$ cat src/design/lmqs_pkg.sv
// Shared types and constants for the local minimum query search block.
package lmqs_pkg;

    localparam int VAL_W   = 17;
    localparam int IDX_W   = 18;
    localparam int NB_W    = 18;
    localparam int EPOCH_W = 8;

    localparam logic [NB_W-1:0]    INF_VAL   = 18'h3FFFF;
    localparam logic [EPOCH_W-1:0] EPOCH_MAX = '1;

    localparam logic KIND_START = 1'b0;
    localparam logic KIND_REPLY = 1'b1;

    localparam logic [1:0] RK_QUERY  = 2'd0;
    localparam logic [1:0] RK_ANSWER = 2'd1;
    localparam logic [1:0] RK_NONE   = 2'd2;

    typedef enum logic [1:0] {
        MODE_IDLE,
        MODE_START,
        MODE_BISECT,
        MODE_SCAN
    } mode_t;

    typedef enum logic [2:0] {
        ST_CLEAR_RST,
        ST_WAIT,
        ST_CLEAR_WRAP,
        ST_BEGIN,
        ST_STEP,
        ST_LOOK,
        ST_DECIDE,
        ST_SPAN
    } state_t;

    typedef enum logic [1:0] {
        POS_ZERO,
        POS_ONE,
        POS_IDX,
        POS_CENTER
    } pos_sel_t;

    typedef struct packed {
        logic       clear;
        logic       load_start;
        logic       store_reply;
        logic       mem_rd;
        logic       apply_inf;
        logic       apply_hit;
        logic       span_init;
        logic       bisect_update;
        logic       scan_advance;
        logic       enter_span;
        logic       emit;
        logic [1:0] emit_kind;
        pos_sel_t   emit_pos;
    } cmd_t;

    typedef struct packed {
        logic       clear_last;
        logic       epoch_wrap;
        logic       n_is_one;
        mode_t      mode;
        logic       scan_done;
        logic       in_range;
        logic       tag_hit;
        logic [1:0] phase;
        logic       start_less;
        logic       local_min;
        logic       out_free;
    } status_t;

endpackage

$ cat src/design/lmqs_ctrl.sv
// Controller state machine for the local minimum query search block.
module lmqs_ctrl (
    input  logic             clk,
    input  logic             rst_n,
    input  logic             in_valid,
    input  logic             kind,
    input  lmqs_pkg::status_t status,
    output logic             in_stall,
    output lmqs_pkg::cmd_t   cmd,
    output lmqs_pkg::state_t state
);

    lmqs_pkg::state_t state_reg;
    lmqs_pkg::state_t state_next;

    always_ff @(posedge clk or negedge rst_n)
    begin
        if (!rst_n)
        begin
            state_reg <= lmqs_pkg::ST_CLEAR_RST;
        end
        else
        begin
            state_reg <= state_next;
        end
    end

    assign state = state_reg;

    always_comb
    begin
        state_next = state_reg;
        unique case (state_reg)
            lmqs_pkg::ST_CLEAR_RST:
            begin
                if (status.clear_last)
                begin
                    state_next = lmqs_pkg::ST_WAIT;
                end
            end
            lmqs_pkg::ST_CLEAR_WRAP:
            begin
                if (status.clear_last)
                begin
                    state_next = lmqs_pkg::ST_BEGIN;
                end
            end
            lmqs_pkg::ST_WAIT:
            begin
                if (in_valid)
                begin
                    if (kind == lmqs_pkg::KIND_START)
                    begin
                        state_next = status.epoch_wrap ? lmqs_pkg::ST_CLEAR_WRAP
                                                       : lmqs_pkg::ST_BEGIN;
                    end
                    else if (status.mode != lmqs_pkg::MODE_IDLE)
                    begin
                        state_next = lmqs_pkg::ST_STEP;
                    end
                end
            end
            lmqs_pkg::ST_BEGIN:
            begin
                if (!status.n_is_one)
                begin
                    state_next = lmqs_pkg::ST_STEP;
                end
                else if (status.out_free)
                begin
                    state_next = lmqs_pkg::ST_WAIT;
                end
            end
            lmqs_pkg::ST_STEP:
            begin
                if (status.scan_done)
                begin
                    if (status.out_free)
                    begin
                        state_next = lmqs_pkg::ST_WAIT;
                    end
                end
                else if (!status.in_range)
                begin
                    state_next = lmqs_pkg::ST_DECIDE;
                end
                else
                begin
                    state_next = lmqs_pkg::ST_LOOK;
                end
            end
            lmqs_pkg::ST_LOOK:
            begin
                if (status.tag_hit)
                begin
                    state_next = lmqs_pkg::ST_DECIDE;
                end
                else if (status.out_free)
                begin
                    state_next = lmqs_pkg::ST_WAIT;
                end
            end
            lmqs_pkg::ST_DECIDE:
            begin
                if (status.mode == lmqs_pkg::MODE_START)
                begin
                    if (status.phase < 2'd2)
                    begin
                        state_next = lmqs_pkg::ST_STEP;
                    end
                    else if (status.start_less)
                    begin
                        if (status.out_free)
                        begin
                            state_next = lmqs_pkg::ST_WAIT;
                        end
                    end
                    else
                    begin
                        state_next = lmqs_pkg::ST_SPAN;
                    end
                end
                else
                begin
                    if (status.phase < 2'd3)
                    begin
                        state_next = lmqs_pkg::ST_STEP;
                    end
                    else if (status.local_min)
                    begin
                        if (status.out_free)
                        begin
                            state_next = lmqs_pkg::ST_WAIT;
                        end
                    end
                    else if (status.mode == lmqs_pkg::MODE_BISECT)
                    begin
                        state_next = lmqs_pkg::ST_SPAN;
                    end
                    else
                    begin
                        state_next = lmqs_pkg::ST_STEP;
                    end
                end
            end
            lmqs_pkg::ST_SPAN:
            begin
                state_next = lmqs_pkg::ST_STEP;
            end
            default:
            begin
                state_next = lmqs_pkg::ST_CLEAR_RST;
            end
        endcase
    end

    always_comb
    begin
        cmd      = '0;
        in_stall = 1'b1;
        unique case (state_reg)
            lmqs_pkg::ST_CLEAR_RST,
            lmqs_pkg::ST_CLEAR_WRAP:
            begin
                cmd.clear = 1'b1;
            end
            lmqs_pkg::ST_WAIT:
            begin
                in_stall = 1'b0;
                if (in_valid)
                begin
                    if (kind == lmqs_pkg::KIND_START)
                    begin
                        cmd.load_start = 1'b1;
                    end
                    else if (status.mode != lmqs_pkg::MODE_IDLE)
                    begin
                        cmd.store_reply = 1'b1;
                    end
                end
            end
            lmqs_pkg::ST_BEGIN:
            begin
                if (status.n_is_one && status.out_free)
                begin
                    cmd.emit      = 1'b1;
                    cmd.emit_kind = lmqs_pkg::RK_ANSWER;
                    cmd.emit_pos  = lmqs_pkg::POS_ONE;
                end
            end
            lmqs_pkg::ST_STEP:
            begin
                if (status.scan_done)
                begin
                    if (status.out_free)
                    begin
                        cmd.emit      = 1'b1;
                        cmd.emit_kind = lmqs_pkg::RK_NONE;
                        cmd.emit_pos  = lmqs_pkg::POS_ZERO;
                    end
                end
                else if (!status.in_range)
                begin
                    cmd.apply_inf = 1'b1;
                end
                else
                begin
                    cmd.mem_rd = 1'b1;
                end
            end
            lmqs_pkg::ST_LOOK:
            begin
                if (status.tag_hit)
                begin
                    cmd.apply_hit = 1'b1;
                end
                else if (status.out_free)
                begin
                    cmd.emit      = 1'b1;
                    cmd.emit_kind = lmqs_pkg::RK_QUERY;
                    cmd.emit_pos  = lmqs_pkg::POS_IDX;
                end
            end
            lmqs_pkg::ST_DECIDE:
            begin
                if (status.mode == lmqs_pkg::MODE_START)
                begin
                    if (status.phase >= 2'd2)
                    begin
                        if (status.start_less)
                        begin
                            if (status.out_free)
                            begin
                                cmd.emit      = 1'b1;
                                cmd.emit_kind = lmqs_pkg::RK_ANSWER;
                                cmd.emit_pos  = lmqs_pkg::POS_ONE;
                            end
                        end
                        else
                        begin
                            cmd.span_init = 1'b1;
                        end
                    end
                end
                else if (status.phase == 2'd3)
                begin
                    if (status.local_min)
                    begin
                        if (status.out_free)
                        begin
                            cmd.emit      = 1'b1;
                            cmd.emit_kind = lmqs_pkg::RK_ANSWER;
                            cmd.emit_pos  = lmqs_pkg::POS_CENTER;
                        end
                    end
                    else if (status.mode == lmqs_pkg::MODE_BISECT)
                    begin
                        cmd.bisect_update = 1'b1;
                    end
                    else
                    begin
                        cmd.scan_advance = 1'b1;
                    end
                end
            end
            lmqs_pkg::ST_SPAN:
            begin
                cmd.enter_span = 1'b1;
            end
            default:
            begin
                cmd = '0;
            end
        endcase
    end

endmodule

$ cat config.mk
export PLATFORM = sky130hd
export DESIGN_NAME = lmqs_ctrl
export DESIGN_NICKNAME = d
export VERILOG_FILES = /design/src/design/lmqs_pkg.sv /design/src/design/lmqs_ctrl.sv
export SDC_FILE = /design/constraint.sdc
export NUM_CORES = 1
export LEC_CHECK = 0
export BUFFER_PORTS_ARGS = -buffer_cell sky130_fd_sc_hd__buf_2
export CAP_MARGIN = 30
export CELL_PAD_IN_SITES_DETAIL_PLACEMENT = 1
export CELL_PAD_IN_SITES_GLOBAL_PLACEMENT = 1
export CORE_ASPECT_RATIO = 1.1
export CORE_MARGIN = 2
export CORE_UTILIZATION = 32
export CTS_CLUSTER_DIAMETER = 100
export DETAILED_ROUTE_END_ITERATION = 8
export HOLD_SLACK_MARGIN = 0.05
export MAX_ROUTING_LAYER = met4
export PLACE_DENSITY_LB_ADDON = 0.1
export SLEW_MARGIN = 20
export SYNTH_ARGS = -nofsm -noshare
export SYNTH_HDL_FRONTEND = slang
export SYNTH_SLANG_ARGS = --single-unit
$ cat constraint.sdc
create_clock -name clk -period 2.2 [get_ports clk]
set_input_delay 0.11 -clock clk [delete_from_list [all_inputs] [get_ports clk]]
set_output_delay 0.11 -clock clk [all_outputs]
set_load 0.01 [all_outputs]
Word level (Yosys, flattened, before mapping):

Index checks and enable logic that the tools add are counted.

* logic and storage cells: 77
* output and inout port bits: 19
* bits in registers: 3

* mux-type cells: 54
* eq/ne operators: 14
* reduce and logical (&&, ||, !) cells: 5
* magnitude comparators: 3

Operators by type and width (number)
* two-way mux 5 bit: 12
* two-way mux 3 bit: 15
* one-hot mux 3 bit (8 select lines): 1
* one-hot mux 5 bit (4 select lines): 1
* two-way mux 2 bit: 9
* two-way mux 1 bit: 16
* == test 3 bit, second input constant: 4
* == test 3 x 2 -> 1 bit, second input constant: 2
* inequality test 2 bit, second input constant: 3
* == test 2 bit, second input constant: 2
* less-than comparator 2 bit, second input constant: 2
* AND reduction 4 bit: 1
* == test 3 x 1 -> 1 bit, second input constant: 1
* zero test 3 bit: 1
* inequality test 3 bit, second input constant: 1
* == test 2 x 1 -> 1 bit, second input constant: 1
* >= comparator 2 bit, second input constant: 1
* nonzero test 2 bit: 1
* OR reduction 2 bit: 1
* logical AND 1 bit: 1

Logic depth before layout (Yosys ltp):

* depth in word-level cells: 6
* gate-level depth with buffers: 6
* gate-level depth less buffers: 4

Worst setup path before layout:

OpenSTA, ideal clock, no wires.

* kind: reg-to-output
* from: reg state_reg[2], in the netlist state[2]
* to: out cmd[2] in the netlist's numbering
* stages on the path, launching flop included: 7
* arrival: 1431 ps
* path slack: 659 ps
* path through: dfrtp_1 buf_6 and3b_1 buf_6 a41o_1 o21a_1 buf_4

RTL lines
* start, declared: RTL line lmqs_ctrl.sv:13 `lmqs_pkg::state_t state_reg;`
* start signal, assigned: RTL line lmqs_ctrl.sv:20 `state_reg <= lmqs_pkg::ST_CLEAR_RST;`
* start signal, assigned: RTL line lmqs_ctrl.sv:24 `state_reg <= state_next;`
* end, declared: RTL line lmqs_ctrl.sv:9 `output lmqs_pkg::cmd_t cmd,`

==> impl_metrics.py <==
metrics = {
    "floorplan": {
        "die_w_um": 47.8,
        "start_util_pct": 33.7,
        "die_area_um2": 2490,
        "die_y_um": 52.1,
        "core_area_um2": 2000,
        "placement_rows": 17,
        "io_pins": 36,
    },
    "critical_path": {
        "path_cells": "or2b_2 > nor3b_1 > o21a_2 > a211o_1 > buf_2",
        "critPathBufInv": 1,
        "crit_type": "flip-flop to output pin",
        "crit_path_end_kind": "output pin",
        "worst-path-max-fanout": 17,
        "max_stage_delay_ns": 0.60,
        "start_kind": "flip-flop",
        "crit_start": "state[0]",
        "worstPathArrival_ns": 1.83,
        "cp_top_family": "simple AND/OR/NAND/NOR gates",
        "critPathSlowestCell": "dfrtp_1",
        "required_ns": 2.09,
        "worstReg2RegStart": "state[0]",
    },
    "timing": {
        "fin_crit_ns": 1.94,
        "fin_crit_sh_pct": 88.0,
        "clock_skew_ns": 0.00531,
        "hold_viol_final": 0,
        "finalMaxSlewViolations": 0,
        "fin_hold_ws_ns": 0.201,
        "rsz0062_at_grt": "false",
        "tns_ns": 0,
        "slew-limit-headroom_pct": 70.5,
        "worstMarginPinSlew_ns": 0.443,
        "setup_viol": 0,
        "max_freq_mhz": 517,
    },
    "cts": {
        "cts_hold_buf": 1,
        "clock-root-buffer": "clkbuf_4",
        "post_cts_buffers": 0,
        "cts.repair.resized": 0,
        "cts_sinks": 3,
        "cts.path.max_buffers": 2,
        "ctsHtreeMaxLevel": 1,
        "insertion_delay_ns": 0.24,
        "clkTransAtPathRegs_ns": 0.04,
        "cts_tree": "yes",
        "cts_buffers": 3,
    },
    "finish": {
        "drive_gt1_share_pct": 40.0,
        "nNetsFinal": 143,
        "diodes": 0,
        "largest_reg_flops": 3,
        "area_growth_syn_to_layout_pct": 27.6,
        "finish.utilization_pct": 43.1,
        "fill_cells": 295,
    },
    "flow_run": {
        "maxCapViolCount": 0,
    },
    "grt": {
        "antenna_found_initial": 0,
        "grt_pass1_vias": 749,
        "grt_use_total_pct": 19.3,
        "grt_max_degree": 18,
        "grt_pass1_wl_um": 3410,
        "grt_overflow": 0,
    },
    "pwr": {
        "total_power_w": 0.000758,
        "peakVddDrop_mv": 0.541,
        "p_per_area_nw_per_um2": 881,
        "p_leak_nw": 0.430,
    },
    "detailed_routing": {
        "drt_iter0_drc": 12,
        "wl_um": 2090,
        "vias": 835,
        "drt_pass1_iterations": 4,
        "postRouteAntennaNets": 0,
        "remaining_drc_errors": 0,
        "avgViaCountPerCell": 5.46,
        "post_drt_wl_per_cell_um": 13.6,
    },
    "status": {
        "status": "finished clean",
    },
    "synthesis": {
        "synth_area_um2": 674,
        "synthTopCellsByCount": "9 x nand2_1, 9 x nor2_1, 5 x a21oi_1",
        "syn-num-nets": 108,
        "ys.flop_type": "dfrtp_1",
        "synth-edff-count": 0,
        "synthArstFlopShare_pct": 100,
        "synth_top_area_share_pct": 11.1,
        "yosysSeqAreaShare_pct": 11.1,
        "syn_area_per_cell_um2": 7.41,
        "synthTopCellsByArea": "dfrtp_1 11%, buf_6 6.7%, nand2_1 5.0%",
        "yosysWarnings": 0,
        "ys_ff_latch": 3,
        "synth_top_area_cell": "dfrtp_1",
        "synth_cells": 91,
        "synth.distinct_cells": 48,
    },
    "min_path": {
        "hold_class": "input pin to async pin",
    },
    "placement": {
        "place.gp.congestion": 0.749,
        "dpl.hpwl_um": 1650,
        "portBuffers": 35,
    },
}
worst reg2reg max path, stage by stage, from the launching register on:
cell and delay (ns):
dfrtp_1 0.60, and3b_1 0.30, and4b_4 0.21, nor4_1 0.30, o2bb2ai_1 0.09
area by class of cell:
cell class / instances / area, um^2 / area share [%]
inverters: 3 / 11.3 / 1.31
multi-input cells: 76 / 505 / 58.7
repair buffers: 39 / 208 / 24.1
clock buffers: 4 / 26.3 / 3.05
well taps: 28 / 35.0 / 4.07
flip-flops and latches: 3 / 75.1 / 8.72
kinds of logic after synthesis:
family                 synth area share (%)
and+or+nand+nor                        42.3
AOI/OAI and AO/OA                      29.7
buffers and inverters                  13.9
DFF                                    11.1
muxes                                  2.97
metrics by stage:
step	worst slack [ns]	cells	cell area, um^2
3_5_place_dp	0.489	148	825
6_report	0.264	153	861
2_1_floorplan	0.659	91	674
4_1_cts	0.245	153	861
3_3_place_gp	0.515	148	825
5_1_grt	0.127	153	861
final timing paths:
kind | endpoint | slack (ns) | cells after the start
max | cmd[4] | 0.26 | 5
min | state[1] | 0.20 | 2
max reg2reg | state[1] | 0.59 | 4
min reg2reg | state[2] | 0.76 | 2
max in group asynchronous | state[2] | 1.89 | 2
min in group clk | state[0] | 0.24 | 3
power by group:
part | switching, W | internal, W | total, W | leakage (nW)
clock network | 0.0000303 | 0.0000681 | 0.0000984 | 0.0150
logic | 0.000275 | 0.000236 | 0.000512 | 0.377
registers | 0.0000671 | 0.0000807 | 0.000148 | 0.0378
total | 0.000373 | 0.000385 | 0.000758 | 0.430
cells in the final DEF, fill, tap and decap left out, types with 2 or more instances in the layout:
master / count
nor2_1: 9
or2b_2: 2
nor3_1: 2
a31oi_1: 2
nand2b_1: 3
nor4_1: 4
clkbuf_4: 3
buf_2: 35
buf_4: 3
inv_1: 3
dfrtp_1: 3
nand2_1: 9
o21ai_0: 4
mux2i_1: 2
o21a_1: 2
a21oi_1: 5
or3b_1: 2
o21bai_1: 2
layer usage:
metal | vias to the layer above | GRT usage (%) | part of all wire, %
li1 | 411 | - | -
met1 | 391 | 26.0 | 45
met2 | 31 | 29.3 | 49
met3 | 2 | 2.08 | 5.8
met4 | 0 | 6.76 | 0.81
met5 | - | - | 0
(Power assumes the default switching activity.)
